`src/hw/rtl/mbdi_ram.sv`:
```
// Generic single-port-write, single-port-read RAM with registered read.
`default_nettype none
module mbdi_ram #(
  parameter int WIDTH = 8,
  parameter int DEPTH = 256
) (
  input  wire logic                     clk,
  input  wire logic                     we,
  input  wire logic [$clog2(DEPTH)-1:0] waddr,
  input  wire logic [WIDTH-1:0]         wdata,
  input  wire logic                     re,
  input  wire logic [$clog2(DEPTH)-1:0] raddr,
  output logic      [WIDTH-1:0]         rdata
);

  logic [WIDTH-1:0] mem [DEPTH];

  always_ff @(posedge clk) begin
    if (we) begin
      mem[waddr] <= wdata;
    end
    if (re) begin
      rdata <= mem[raddr];
    end
  end

endmodule
`default_nettype wire

```
`config.mk`:
```
export PLATFORM = sky130hd
export DESIGN_NAME = mbdi_ram
export DESIGN_NICKNAME = d
export VERILOG_FILES = /design/src/hw/rtl/mbdi_ram.sv
export SDC_FILE = /design/constraint.sdc
export NUM_CORES = 2
export LEC_CHECK = 0
export BUFFER_PORTS_ARGS = -buffer_cell sky130_fd_sc_hd__buf_2
export CAP_MARGIN = 20
export CORE_MARGIN = 10
export CORE_UTILIZATION = 63
export DETAILED_ROUTE_END_ITERATION = 16
export GPL_TIMING_DRIVEN = 0
export HOLD_SLACK_MARGIN = 0.15
export PLACE_DENSITY = 0.79
export SYNTH_ARGS = -nofsm -noshare
export SYNTH_HDL_FRONTEND = slang
export SYNTH_SLANG_ARGS = --single-unit
```
`constraint.sdc`:
```
create_clock -name clk -period 2.91 [get_ports clk]
set_input_delay 0.582 -clock clk [delete_from_list [all_inputs] [get_ports clk]]
set_output_delay 0.582 -clock clk [all_outputs]
set_load 0.01 [all_outputs]
```
Word level (Yosys, flattened, before mapping)

Memories as Yosys holds them, arrays and structs flattened. A register that Yosys moved wholly into a read port is not among the register bits.
Index checks and enable logic that the tools add are counted.

Memory bits (writable): 2048
Word-level logic and storage cells: 3
Input port bits: 27
Memories: 1
Flip-flop bits (word level): 0
Output and inout port bits: 8

Memories:

| name | depth | width | read ports | clocked after Yosys merged registers in | write ports | line | source |
|---|---|---|---|---|---|---|---|
| mem  | 256   | 8     | 1          | 1                                       | 1           | 16   | `logic [WIDTH-1:0] mem [DEPTH];` |

Muxes and demuxes: 2

Operator list:

| kind              | count |
|---|---|
| 1-bit two-way mux | 2 |

Logic depth before layout (Yosys ltp)

Depth after elaboration: 2
Depth in mapped cells: 11
Gate-level depth less buffers: 6

Least setup slack after synthesis

OpenSTA, ideal clock, no wires.

Path type: input to register
Start point: in raddr[0]
End point: reg rdata[2], read port of mem, data pin
Data required time: 2.641 ns
Data arrival time: 2.389 ns
Setup slack: 0.252 ns
Path buffers: 4
Cell stages on the path: 9
Setup time: 0.269 ns
Path through: buf_6 -> buf_12 -> buf_8 -> buf_2 -> mux4_2 -> a22oi_1 -> a21oi_1 -> nor4_1 -> nor4_2

RTL lines:

| item            | line | source |
|---|---|---|
| start, declared | 12   | `input wire logic [$clog2(DEPTH)-1:0] raddr,` |
| end, declared   | 13   | `output logic [WIDTH-1:0] rdata` |

Final worst setup path

Start point: in waddr[0]
End point: mem mem[69][1], enable pin

RTL lines:

| item            | line | source |
|---|---|---|
| start, declared | 9    | `input wire logic [$clog2(DEPTH)-1:0] waddr,` |
| end, declared   | 16   |  |

No word-level cell before the write port.

==> key figures <==
Yosys
  – Synth Area in Adders: 0
  – Seq/Total Area, Yosys: 0.775
  – Synth area leaders: edfxtp_1, mux4_2, mux2i_1, nor2_1, a22oi_1
  – Number of register bits inferred by synthesis: 2056
  – Gate Count Post-Synth: 3733
  – Post-synth EDFFs: 2056
  – Primary FF master, synth: edfxtp_1
  – Cell area after synthesis: 79600 µm²
  – Distinct cell type count after synthesis: 54
  – Synth async-reset ratio: 0
  – Yosys top cell area share: 0.775
  – Mean post-synth cell area: 21.3 µm²
  – Combinational family with the most area after synthesis: multiplexers
  – Compound-cell area share of the yosys netlist: 0.0342
  – XOR/XNOR Fraction of Synth Area: 0
  – Synth area leader: edfxtp_1
  – Syn_nets: 3760
  – Ys Warns: 0
  – Simple-Gate Fraction of Synth Area: 0.0263
  – Mux share of post-synthesis cell area: 0.146

Timing
  – TNS Setup: -50.26 ns
  – Min Hold Slack: 0.164 ns
  – Clock Skew: 0.0353 ns
  – Final setup vio count: 568
  – Fin. max-slew vios: 0
  – Actual slew at the worst max-slew pin: 1.29 ns
  – Period Utilization, post-route: 1.08
  – Final Hold Vio Count: 0
  – Worst rel slew slack: 0.142
  – Min cycle time layout: 3.13 ns
  – Setup slack after layout: -0.218 ns
  – Fmax: 320 MHz
  – Unrepaired setup endpoints after global routing: yes

Critical path
  – Setup crit start kind: input pin
  – Crit path DAT: 3.63 ns
  – Crit Path Max Fanout: 10
  – Crit Path Class: input pin to flop
  – Reg-to-Reg Start: mem[101][1]
  – CP required: 3.41 ns
  – Crit path launch: waddr[0]
  – CP Capture Type: flop

Final layout
  – Register Area: 61700 µm²
  – Layout area overhead: 13.0%
  – Layout cell share with drive strength beyond 1: 0.287
  – Nets: 4026
  – Fillers: 6848
  – Area occupied by multi-input gates: 17400 µm²
  – Design area: 90000 µm²
  – Post-layout util: 0.717

Floorplan
  – DIE AREA: 141000 µm²
  – I/O pins: 35
  – Vert. Die Dim: 376 µm
  – Core footprint: 126000 µm²
  – Initial Util: 0.634
  – Die width: 376 µm
  – # rows: 130

Clock network
  – Clk sinks: 2056
  – Cts bufs inserted: 192
  – Clock transition at path regs: 0.06 ns
  – CTS Buffer Depth: 3
  – CTS tree: yes
  – CTS Root Cell: clkbuf_16
  – Latest clock arrival within the worst-skew pair: 0.86 ns
  – H-tree depth: 4

Pwr
  – Flop pwr share: 0.534
  – Leakage Power: 27.8 nW
  – PwrDens: 680 nW/µm²
  – Sw Ratio: 0.226
  – Comb pwr share: 0.061
  – Internal power: 47.4 mW
  – Sw power: 13.9 mW
  – VDD IR-drop max: 0.000871 V
  – Clock power share: 0.405

Run
  – Max-Cap Viols: 0

Placement
  – # port buffers: 27
  – Worst slack at placement: -2.06 ns
  – Placer Congestion: 1.04
  – Cell Area, Placed: 82600 µm²
  – Post-DP HPWL: 152000 µm

Global routing
  – First-pass GRT wire length: 331000 µm
  – Congestion Overflow GR: 0
  – Gr usage total: 0.340
  – Pin count of the biggest net entering global routing: 169
  – Antenna violations before repair: 8
  – Number of global-route vias before repair: 42589

Outcome
  – Failing checks: setup timing
  – Status: finished with violations

Routing
  – Wire per inst: 41.1 µm
  – Drt total wl: 239000 µm
  – Vias: 43390
  – Vias per cell: 7.46
  – DRT Pass-1 Iters: 9
  – DRC errors left: 0
  – Count of antenna-violating nets left after detailed routing: 0
  – Iter 0 DRT Violations: 7785

Worst hold path
  – Hold Path Origin: wdata[5]
  – Hold Crit Class: input pin to flop
-- registers in the layout, summed over array words and instances, names as in the netlist --
signal and count:
mem 2048, rdata 8
-- cell type report --
class	count	share of cell area
well taps	1650	0.0229
repair buffers	74	0.0106
clock inverters	121	0.0124
diodes	4	0.000111
multi-input cells	1442	0.193
plain buffers	231	0.0187
clock buffers	237	0.0555
inverters	2	0.000125
flip-flops and latches	2056	0.686
-- placed cells by master (no fill, tap or decap), types with 11 or more instances in the layout --
cell / count
mux4_2: 454
o22ai_1: 28
nand2_1: 32
nor2_1: 147
nor4_2: 11
buf_16: 13
buf_4: 43
clkbuf_16: 193
clkbuf_4: 20
clkbuf_1: 90
o221ai_1: 43
clkbuf_2: 47
buf_6: 25
a211oi_1: 14
nor2_2: 116
mux2i_1: 133
nand3_1: 32
nor4_4: 11
a21oi_1: 85
buf_2: 51
buf_8: 40
nor2_4: 19
a22oi_1: 127
clkinv_1: 40
edfxtp_1: 2056
clkinv_2: 44
bufinv_16: 14
nor2b_1: 30
nor3_1: 13
-- path summary, 6_finish.rpt --
| path | endpoint | cells past startpoint | slack [ns] |
|---|---|---|---|
| max reg2reg | rdata[1] | 6 | 0.23 |
| max | mem[69][1] | 6 | -0.22 |
| min | mem[230][5] | 1 | 0.16 |
| min reg2reg | rdata[0] | 5 | 1.25 |
-- layer usage --
layer / GRT usage / wire, µm
met5: 0.00171 / 194
met4: 0.212 / 18200
met3: 0.151 / 40200
met2: 0.490 / 105000
met1: 0.422 / 75400
-- critical path, stage by stage --
cell,delay [ns]
clkbuf_1,0.51
nor2b_1,0.22
clkbuf_1,0.54
nand3_1,0.53
buf_2,0.62
nor2_2,0.61
-- kinds of logic (layout without fill, tap and decap cells) --
group,Yosys count,in the layout
and+or+nand+nor,466,466
DFF,2056,2056
other,0,4
buffers and inverters,235,665
AOI/OAI and AO/OA,385,385
muxes,591,591
-- cells in the mapped netlist, drive strengths merged (4+ instances only) --
cell type / count
o21ai: 12
nand2b: 8
clkbuf: 111
a22o: 8
edfxtp: 2056
buf: 122
nor3: 22
o32ai: 5
a21oi: 96
a2111oi: 5
mux2i: 134
a22oi: 133
nor2b: 31
nand3: 34
a221oi: 14
nor4: 27
mux4: 456
nand2: 33
o22a: 5
nand4: 10
o221ai: 47
o211ai: 10
and2: 6
o22ai: 28
nor2: 282
or2: 4
a211oi: 16
-- metrics by stage --
step	power (mW)	std cells
finish	61.2	5817
global route	62.1	5813
CTS	60.8	5802
detailed placement	36.6	5445
global placement	36.6	5410
floorplan	34.9	3733
-- power by group through the flow --
stage	Clock (mW)	Sequential [mW]	Combinational (mW)
final	24.8	32.7	3.73
after global routing	25.7	32.7	3.73
after CTS	24.6	32.7	3.49
after detailed placement	0	33.3	3.33
after global placement	0	33.4	3.15
after floorplan	0	33.3	1.59
-- repair_timing --
action,in CTS,in global routing
resized for setup,215,178
setup endpoints to repair,601,1124
hold buffers,1,0
pin swaps,2,11
setup buffers,0,5
hold endpoints to repair,8,0
Power figures use the tool's default switching activity.
