$ cat config.mk
export PLATFORM = sky130hd
export DESIGN_NAME = mbdi_decode
export DESIGN_NICKNAME = d
export VERILOG_FILES = /design/src/hw/rtl/mbdi_pkg.sv /design/src/hw/rtl/mbdi_decode.sv
export SDC_FILE = /design/constraint.sdc
export NUM_CORES = 1
export LEC_CHECK = 0
export ABC_CLOCK_PERIOD_IN_PS = 2600
export BUFFER_PORTS_ARGS = -buffer_cell sky130_fd_sc_hd__buf_2
export CORE_MARGIN = 3
export CORE_UTILIZATION = 40
export DETAILED_ROUTE_END_ITERATION = 10
export PLACE_DENSITY_LB_ADDON = 0.15
export SYNTH_ARGS = -nofsm -noshare
export SYNTH_HDL_FRONTEND = slang
export SYNTH_SLANG_ARGS = --single-unit
$ cat constraint.sdc
create_clock -name vclk -period 2.6
set_input_delay 0.39 -clock vclk [all_inputs]
set_output_delay 0.39 -clock vclk [all_outputs]
set_load 0.05 [all_outputs]
$ cat src/hw/rtl/mbdi_pkg.sv
// Shared types, codes and helpers of the memory bus decoder with interrupts.
`default_nettype none
package mbdi_pkg;

  localparam int WORK_RAM_BYTES_DEF = 8192;
  localparam int HRAM_DEPTH         = 127;
  localparam int HRAM_AW            = $clog2(HRAM_DEPTH);

  localparam logic [1:0] OP_READ  = 2'd0;
  localparam logic [1:0] OP_WRITE = 2'd1;
  localparam logic [1:0] OP_TICK  = 2'd2;
  localparam logic [1:0] OP_IDLE  = 2'd3;

  localparam logic [3:0] TGT_LOCAL   = 4'd0;
  localparam logic [3:0] TGT_BOOT    = 4'd1;
  localparam logic [3:0] TGT_CART    = 4'd2;
  localparam logic [3:0] TGT_VRAM    = 4'd3;
  localparam logic [3:0] TGT_XRAM    = 4'd4;
  localparam logic [3:0] TGT_OAM     = 4'd5;
  localparam logic [3:0] TGT_TIMER   = 4'd6;
  localparam logic [3:0] TGT_SOUND   = 4'd7;
  localparam logic [3:0] TGT_DISPLAY = 4'd8;
  localparam logic [3:0] TGT_IGNORED = 4'd9;
  localparam logic [3:0] TGT_ERROR   = 4'd10;

  localparam logic [7:0] JOYP_RST = 8'hCF;
  localparam logic [7:0] SB_RST   = 8'h00;
  localparam logic [7:0] SC_RST   = 8'h7E;
  localparam logic [7:0] IF_RST   = 8'hE1;
  localparam logic [7:0] IE_RST   = 8'hE0;
  localparam logic [7:0] BOOT_RST = 8'hFF;

  localparam logic [15:0] ADDR_JOYP = 16'hFF00;
  localparam logic [15:0] ADDR_SB   = 16'hFF01;
  localparam logic [15:0] ADDR_SC   = 16'hFF02;
  localparam logic [15:0] ADDR_IF   = 16'hFF0F;
  localparam logic [15:0] ADDR_BOOT = 16'hFF50;
  localparam logic [15:0] ADDR_IE   = 16'hFFFF;

  typedef struct packed {
    logic [7:0] joyp;
    logic [7:0] sb;
    logic [7:0] sc;
    logic [7:0] iflag;
    logic [7:0] ie;
    logic [7:0] boot;
  } regs_t;

  typedef struct packed {
    logic [3:0]  target;
    logic [14:0] offset;
    logic [7:0]  read_data;
    logic        serial_valid;
    logic [7:0]  serial_byte;
    logic        irq_request;
    logic [2:0]  irq_index;
    logic        rd_wram;
    logic        rd_hram;
  } res_t;

  typedef struct packed {
    logic wram_we;
    logic wram_re;
    logic hram_we;
    logic hram_re;
  } mem_req_t;

  function automatic logic [2:0] lowest_set(input logic [4:0] v);
    logic [2:0] idx;
    idx = 3'd0;
    for (int i = 4; i >= 0; i--) begin
      if (v[i]) begin
        idx = 3'(i);
      end
    end
    return idx;
  endfunction

endpackage
`default_nettype wire

$ cat src/hw/rtl/mbdi_decode.sv
// Address decode, local register update and interrupt poll for one word.
`default_nettype none
module mbdi_decode import mbdi_pkg::*; (
  input  wire logic [1:0]  operation,
  input  wire logic [15:0] address,
  input  wire logic [7:0]  write_data,
  input  wire logic [4:0]  irq_raise,
  input  wire logic        cpu_busy,
  input  wire logic        cpu_accepts,
  input  wire regs_t       regs,
  output regs_t            regs_nxt,
  output res_t             res,
  output mem_req_t         mreq
);

  logic [15:0] a;
  logic [7:0]  sc_new;
  logic [7:0]  sb_new;
  logic [7:0]  flags;
  logic [4:0]  pend;
  logic [2:0]  idx;

  assign a = address;

  always_comb begin
    regs_nxt = regs;
    res      = '0;
    mreq     = '0;
    res.target = TGT_IGNORED;
    sb_new = regs.sb;
    sc_new = regs.sc;
    flags  = regs.iflag;
    pend   = '0;
    idx    = '0;
    unique case (operation)
      OP_READ: begin
        res.read_data = 8'hFF;
        priority if (a <= 16'h7FFF) begin
          res.target = (!regs.boot[0] && a < 16'h0100) ? TGT_BOOT : TGT_CART;
          res.offset = a[14:0];
          res.read_data = '0;
        end else if (a <= 16'h9FFF) begin
          res.target = TGT_VRAM;
          res.offset = {2'b00, a[12:0]};
          res.read_data = '0;
        end else if (a <= 16'hBFFF) begin
          res.target = TGT_XRAM;
          res.offset = {2'b00, a[12:0]};
          res.read_data = '0;
        end else if (a <= 16'hDFFF) begin
          res.target = TGT_LOCAL;
          res.offset = {2'b00, a[12:0]};
          res.rd_wram = 1'b1;
          mreq.wram_re = 1'b1;
        end else if (a >= 16'hFE00 && a <= 16'hFE9F) begin
          res.target = TGT_OAM;
          res.offset = {7'd0, a[7:0]};
          res.read_data = '0;
        end else if (a == ADDR_JOYP) begin
          res.target = TGT_LOCAL;
          res.read_data = regs.joyp;
        end else if (a == ADDR_SB) begin
          res.target = TGT_LOCAL;
          res.read_data = regs.sb;
        end else if (a == ADDR_SC) begin
          res.target = TGT_LOCAL;
          res.offset = 15'd1;
          res.read_data = regs.sc;
        end else if (a >= 16'hFF04 && a <= 16'hFF07) begin
          res.target = TGT_TIMER;
          res.offset = {7'd0, a[7:0] - 8'h04};
          res.read_data = '0;
        end else if (a >= 16'hFF10 && a <= 16'hFF26) begin
          res.target = TGT_SOUND;
          res.offset = {7'd0, a[7:0] - 8'h10};
          res.read_data = '0;
        end else if (a >= 16'hFF40 && a <= 16'hFF4B) begin
          res.target = TGT_DISPLAY;
          res.offset = {7'd0, a[7:0] - 8'h40};
          res.read_data = '0;
        end else if (a == ADDR_IF) begin
          res.target = TGT_LOCAL;
          res.read_data = regs.iflag;
        end else if (a == ADDR_BOOT) begin
          res.target = TGT_LOCAL;
          res.read_data = regs.boot;
        end else if (a >= 16'hFF80 && a <= 16'hFFFE) begin
          res.target = TGT_LOCAL;
          res.offset = {8'd0, a[6:0]};
          res.rd_hram = 1'b1;
          mreq.hram_re = 1'b1;
        end else if (a == ADDR_IE) begin
          res.target = TGT_LOCAL;
          res.read_data = regs.ie;
        end else begin
          res.target = TGT_IGNORED;
        end
      end
      OP_WRITE: begin
        priority if (a <= 16'h7FFF) begin
          res.target = TGT_CART;
          res.offset = a[14:0];
        end else if (a <= 16'h9FFF) begin
          res.target = TGT_VRAM;
          res.offset = {2'b00, a[12:0]};
        end else if (a <= 16'hBFFF) begin
          res.target = TGT_XRAM;
          res.offset = {2'b00, a[12:0]};
        end else if (a <= 16'hDFFF) begin
          res.target = TGT_LOCAL;
          res.offset = {2'b00, a[12:0]};
          mreq.wram_we = 1'b1;
        end else if (a >= 16'hFE00 && a <= 16'hFE9F) begin
          res.target = TGT_OAM;
          res.offset = {7'd0, a[7:0]};
        end else if (a < 16'hFE00) begin
          res.target = TGT_ERROR;
          res.offset = {2'b00, a[12:0]};
        end else if (a == ADDR_JOYP) begin
          res.target = TGT_LOCAL;
          regs_nxt.joyp = (regs.joyp & 8'hCF) | (write_data & 8'h30);
        end else if (a == ADDR_SB || a == ADDR_SC) begin
          res.target = TGT_LOCAL;
          res.offset = {14'd0, a[1]};
          if (a == ADDR_SB) begin
            sb_new = write_data;
          end else begin
            sc_new = (regs.sc & 8'h7E) | (write_data & 8'h81);
          end
          if (sc_new == 8'hFF) begin
            res.serial_valid = 1'b1;
            res.serial_byte  = sb_new;
            sc_new = sc_new & 8'h7F;
          end
          regs_nxt.sb = sb_new;
          regs_nxt.sc = sc_new;
        end else if (a >= 16'hFF04 && a <= 16'hFF07) begin
          res.target = TGT_TIMER;
          res.offset = {7'd0, a[7:0] - 8'h04};
        end else if (a >= 16'hFF10 && a <= 16'hFF26) begin
          res.target = TGT_SOUND;
          res.offset = {7'd0, a[7:0] - 8'h10};
        end else if (a >= 16'hFF40 && a <= 16'hFF4B) begin
          res.target = TGT_DISPLAY;
          res.offset = {7'd0, a[7:0] - 8'h40};
        end else if (a == ADDR_IF) begin
          res.target = TGT_LOCAL;
          regs_nxt.iflag = (regs.iflag & 8'hE0) | (write_data & 8'h1F);
        end else if (a == ADDR_BOOT) begin
          if (!regs.boot[0]) begin
            res.target = TGT_LOCAL;
            regs_nxt.boot = regs.boot | {7'd0, write_data[0]};
          end
        end else if (a >= 16'hFF80 && a <= 16'hFFFE) begin
          res.target = TGT_LOCAL;
          res.offset = {8'd0, a[6:0]};
          mreq.hram_we = 1'b1;
        end else if (a == ADDR_IE) begin
          res.target = TGT_LOCAL;
          regs_nxt.ie = write_data;
        end else begin
          res.target = TGT_IGNORED;
        end
      end
      OP_TICK: begin
        flags = regs.iflag | {3'd0, irq_raise};
        if (!cpu_busy) begin
          pend = flags[4:0] & regs.ie[4:0];
          idx  = lowest_set(pend);
          if (pend != 5'd0) begin
            res.irq_request = 1'b1;
            res.irq_index   = idx;
            if (cpu_accepts) begin
              flags[idx] = 1'b0;
            end
          end
        end
        regs_nxt.iflag = flags;
      end
      OP_IDLE: begin
        res.target = TGT_IGNORED;
      end
      default: begin
        res.target = TGT_IGNORED;
      end
    endcase
  end

endmodule
`default_nettype wire

* Word level (Yosys, flattened, before mapping)
Index checks and enable logic that the tools add are counted.
** Word-level totals
- Logic and storage cells :: 189
- Flip-flop bits (word level) :: 0
- Input port bits :: 81
** Operators by class
- Mux-type cells :: 140
- Order comparisons :: 18
- Add/subtract/negate cells :: 3
- Reductions and logical operators :: 11
- Equal/unequal tests :: 9
- Bitwise operators :: 8
** Operators with widths (number)
- 48-bit 2-to-1 mux :: 6
- 8-bit 2-to-1 mux :: 30
- 27-bit 2-to-1 mux :: 8
- 19-bit 2-to-1 mux :: 11
- 16-bit <= comparator, second input constant :: 8
- 24-bit 2-to-1 mux :: 5
- 16-bit == test, second input constant :: 6
- 9-bit 2-to-1 mux :: 10
- 16-bit greater-or-equal comparator, second input constant :: 5
- 15-bit 2-to-1 mux :: 4
- 4-bit 2-to-1 mux :: 13
- 16-bit 2-to-1 mux :: 3
- 40-bit 2-to-1 mux :: 1
- 1-bit 2-to-1 mux :: 31
- 15-bit one-hot mux with 2 select lines :: 1
- 3-bit 2-to-1 mux :: 7
- 16-bit by 15-bit <= comparator with 1-bit output, second input constant :: 1
- 16-bit < comparator, second input constant :: 1
- 16-bit by 9-bit < comparator with 1-bit output, second input constant :: 1
- 8-bit by 5-bit OR with 8-bit output :: 2
- 8-bit one-hot mux with 2 select lines :: 1
- 7-bit 2-to-1 mux :: 2
- 2-bit 2-to-1 mux :: 5
- 8-bit bitwise AND :: 1
- 20 further kinds :: 26

* Logic depth before layout (Yosys ltp)
- Depth after elaboration :: 22
- Gate-level depth with buffers :: 11
- Depth with buffers taken out :: 8

* Worst setup path before layout
Ideal clock, no wire load.
- Path type :: input to output
- Start point :: in address[5]
- End point :: out res[40] in the netlist's numbering
- Path slack :: -2.037 ns
- Buffers on the path :: 2
- Data required time :: 2.210 ns
- Arrival :: 4.247 ns
- Cell stages on the path :: 9
- Cells stage by stage :: clkbuf_1 > inv_1 > ha_1 > nand2_1 > nor3_2 > o21a_1 > buf_2 > o21bai_1 > a2111oi_0
** RTL lines
- from (decl) :: line mbdi_decode.sv:5 : input wire logic [15:0] address,
- to (decl) :: line mbdi_decode.sv:12 : output res_t res,

==> out/qor.csv <==
stage;metric;value;unit
critical_path;slowest CP cell;nor4bb_4;
min_path;Hold Crit Depth;2;
power;leakage;0.00260;uW
layout;Inserted Diodes;0;
place;port bufs;175;
critical_path;CP Capture Type;primary output;
global_route;initial antenna violation count;0;
outcome;failing checks;setup timing;
sta;Tmin final;3.21;ns
critical_path;Worst Setup SP;address[3];
sta;Hold Vio Cnt, Final;0;
die;# IOs;175;
die;Core Area;6130;um^2
power;Power Dens Cells;163;nW/um^2
global_route;largest net degree at the start of global routing;14;
place;DP Wirelength;10600;um
layout;Storage cell area;0;um^2
layout;Post-Layout Inst Area;5810;um^2
routing;wl on met1;6220;um
place;Post-DP Area;4590;um^2
yosys;Post-Syn Area;2620;um^2
yosys;post-synthesis cell count;395;
sta;crit share post-route;123;%
global_route;vias in the first global route;4607;
routing;first-pass detailed-route iteration total;6;
die;die height;86.9;um
routing;met3 routed WL;2210;um
layout;layout cells sized above 1;67.2;%
routing;antenna viol nets, final;0;
critical_path;kind of critical path;primary input to primary output;
layout;fillcell total;177;
critical_path;CP arrival;2.82;ns
critical_path;startpoint types;primary input;
die;Rows;28;
place;gp weighted congestion;0.970;
critical_path;cell mode on critical path;buf_6;
routing;Vias/cell;7.07;
routing;Vias;5222;
routing;# DRC;0;
power;VDD IR max;0.000207;V
layout;clock buffer count;0;
sta;Min Hold Slack;1.09;ns
routing;DR top layer;met4;
yosys;Avg Synthesized Cell Area;6.63;um^2
sta;relative slew slack;51.4;%
global_route;first-pass GRT wire length;22700;um
die;initial core utilization;42.7;%
layout;FFs & Latches;0;
global_route;global route overflow;0;
critical_path;CP Max Fanout;8;
layout;post-layout util;94.8;%
sta;max-slew violation count;0;
yosys;post-synthesis sequential area ratio;0;%
layout;fin nets;763;
global_route;GRT Total Usage;36.9;%
critical_path;Crit path required time;2.21;ns
sta;RSZ-0062 raised after global routing;true;
sta;worst slew pin tran;0.728;ns
outcome;status;finished, violations left;
die;Die Wd;86.9;um
job;number of max-cap violations;0;
sta;final worst slack;-0.605;ns
critical_path;CP endpoint;res[20];
routing;Detailed Route WL;19600;um
critical_path;CP cell instances;buf_8 -> clkinvlp_4 -> buf_6 -> ha_4 -> nor4bb_4 -> nand2_2 -> buf_4 -> a221oi_4 -> nor3_4 -> buf_12 -> o211ai_1 -> a21oi_4 -> buf_6;
routing;DR WL/cell;26.5;um
sta;Peak Freq;312;MHz
yosys;Synth warnings;0;
min_path;worst hold path type;primary input to primary output;
sta;setup TNS;-18.89;ns
critical_path;CP max stage delay;0.42;ns
layout;Layout area overhead;122;%
sta;final setup vio count;58;
routing;routed wl met2;9140;um
yosys;Netlist cell types;65;
yosys;post-synthesis net count;492;
die;full die area;7550;um^2
routing;Initial DRC Count;617;
-- power by group --
group	leakage, uW	internal [uW]	switching [uW]
sequential	0	0	0
clock	0	0	0
combinational	0.00260	351	599
-- worst max-delay path: cells and delay by family --
family	cells	cell delay, ns
AOI/OAI and AO/OA	3	0.78
buffers and inverters	6	0.83
adders and majority gates	1	0.17
and+or+nand+nor	3	0.64
-- worst min path at each step --
| stage | start | endpoint | slack, ns |
|---|---|---|---|
| 6_report | regs[42] | regs_nxt[42] | 1.09 |
| 5_1_grt | regs[42] | regs_nxt[42] | 1.09 |
| 4_1_cts | regs[47] | regs_nxt[47] | 1.08 |
| 3_5_place_dp | regs[47] | regs_nxt[47] | 1.08 |
| 3_3_place_gp | regs[2] | regs_nxt[2] | 1.08 |
| 2_1_floorplan | address[2] | res[25] | 0.92 |
-- per-layer routing --
metal | vias to the layer above | global-route usage, %
met5 | - | 0
met4 | 0 | 17.3
met3 | 222 | 4.07
met2 | 590 | 70.8
met1 | 2387 | 39.6
li1 | 2023 | -
-- what timing repair did --
item	4_1_cts	5_1_grt
gates resized for setup	194	54
pin swaps	40	38
gates cloned	1	0
hold buffers	0	0
endpoints found under the setup margin	56	58
hold endpoints to repair	0	0
buffers inserted	24	17
-- cells in the mapped netlist (3+ instances only) --
cell type  number  area share, %
nand2_1        46            6.6
nor2_1         32            4.6
a21oi_1        23            4.4
buf_4          23            6.6
o21ai_0        22            4.2
inv_1          20            2.9
mux2_2         18            7.7
nor3_1         18            3.4
mux2i_1        17            6.5
ha_1           16            7.6
o211ai_1       13            3.7
nand3_1        10            1.9
clkbuf_1        9            1.3
o22ai_1         9            2.1
buf_2           8            1.5
nand4_1         8            1.9
and2_1          7            1.7
nor2b_1         7            1.7
a221o_1         6            2.3
a311oi_1        4            1.3
and4_1          4            1.3
nand2b_1        4           0.96
a2111oi_0       3            1.0
a211oi_1        3           0.86
a31oi_1         3           0.72
and3_1          3           0.72
nand3b_1        3           0.86
nor3b_1         3           0.86
o21a_1          3           0.86
o31ai_1         3           0.86
or4_1           3           0.86
-- area by class of cell --
| class | count | area, um^2 | share of cell area, % |
|---|---|---|---|
| multi-input combinational | 335 | 3180 | 54.7 |
| inverter | 20 | 98.8 | 1.70 |
| tap | 75 | 93.8 | 1.61 |
| timing repair buffer | 309 | 2440 | 42.0 |
-- metrics by stage --
stage	total power (uW)	setup WS (ns)	cells
2_1_floorplan	505	-0.147	395
6_report	950	-0.605	739
3_3_place_gp	745	-0.381	702
4_1_cts	859	-0.270	727
5_1_grt	972	-0.682	739
3_5_place_dp	755	-0.439	702
-- cell families (layout without fill, tap and decap cells) --
logic type | Yosys count | in the layout | share of synthesized area, %
AO/OA/AOI/OAI | 117 | 117 | 30.7
XOR/XNOR | 2 | 2 | 0.669
AND/OR/NAND/NOR | 164 | 165 | 34.3
buffers and inverters | 61 | 329 | 12.4
adder cells (fa/ha/maj) | 16 | 16 | 7.64
multiplexers | 35 | 35 | 14.2
-- placed cells by master (no fill, tap or decap), types with 7 or more instances in the layout --
| cell type | synthesis | routed |
|---|---|---|
| mux2_4 | 0 | 15 |
| o21ai_0 | 22 | 13 |
| inv_1 | 20 | 13 |
| nor2_4 | 0 | 11 |
| a21oi_4 | 0 | 10 |
| nand4_1 | 8 | 8 |
| ha_4 | 0 | 8 |
| nand2_1 | 46 | 41 |
| buf_8 | 0 | 11 |
| nor2_1 | 32 | 19 |
| buf_2 | 8 | 111 |
| nor3_1 | 18 | 11 |
| buf_4 | 23 | 109 |
| nand3_1 | 10 | 7 |
| mux2i_1 | 17 | 17 |
| nor3_4 | 0 | 8 |
| buf_6 | 0 | 74 |
| nor2b_1 | 7 | 7 |
| o211ai_1 | 13 | 13 |
| a21oi_1 | 23 | 8 |
No activity file was read; power rests on OpenSTA's default activity.
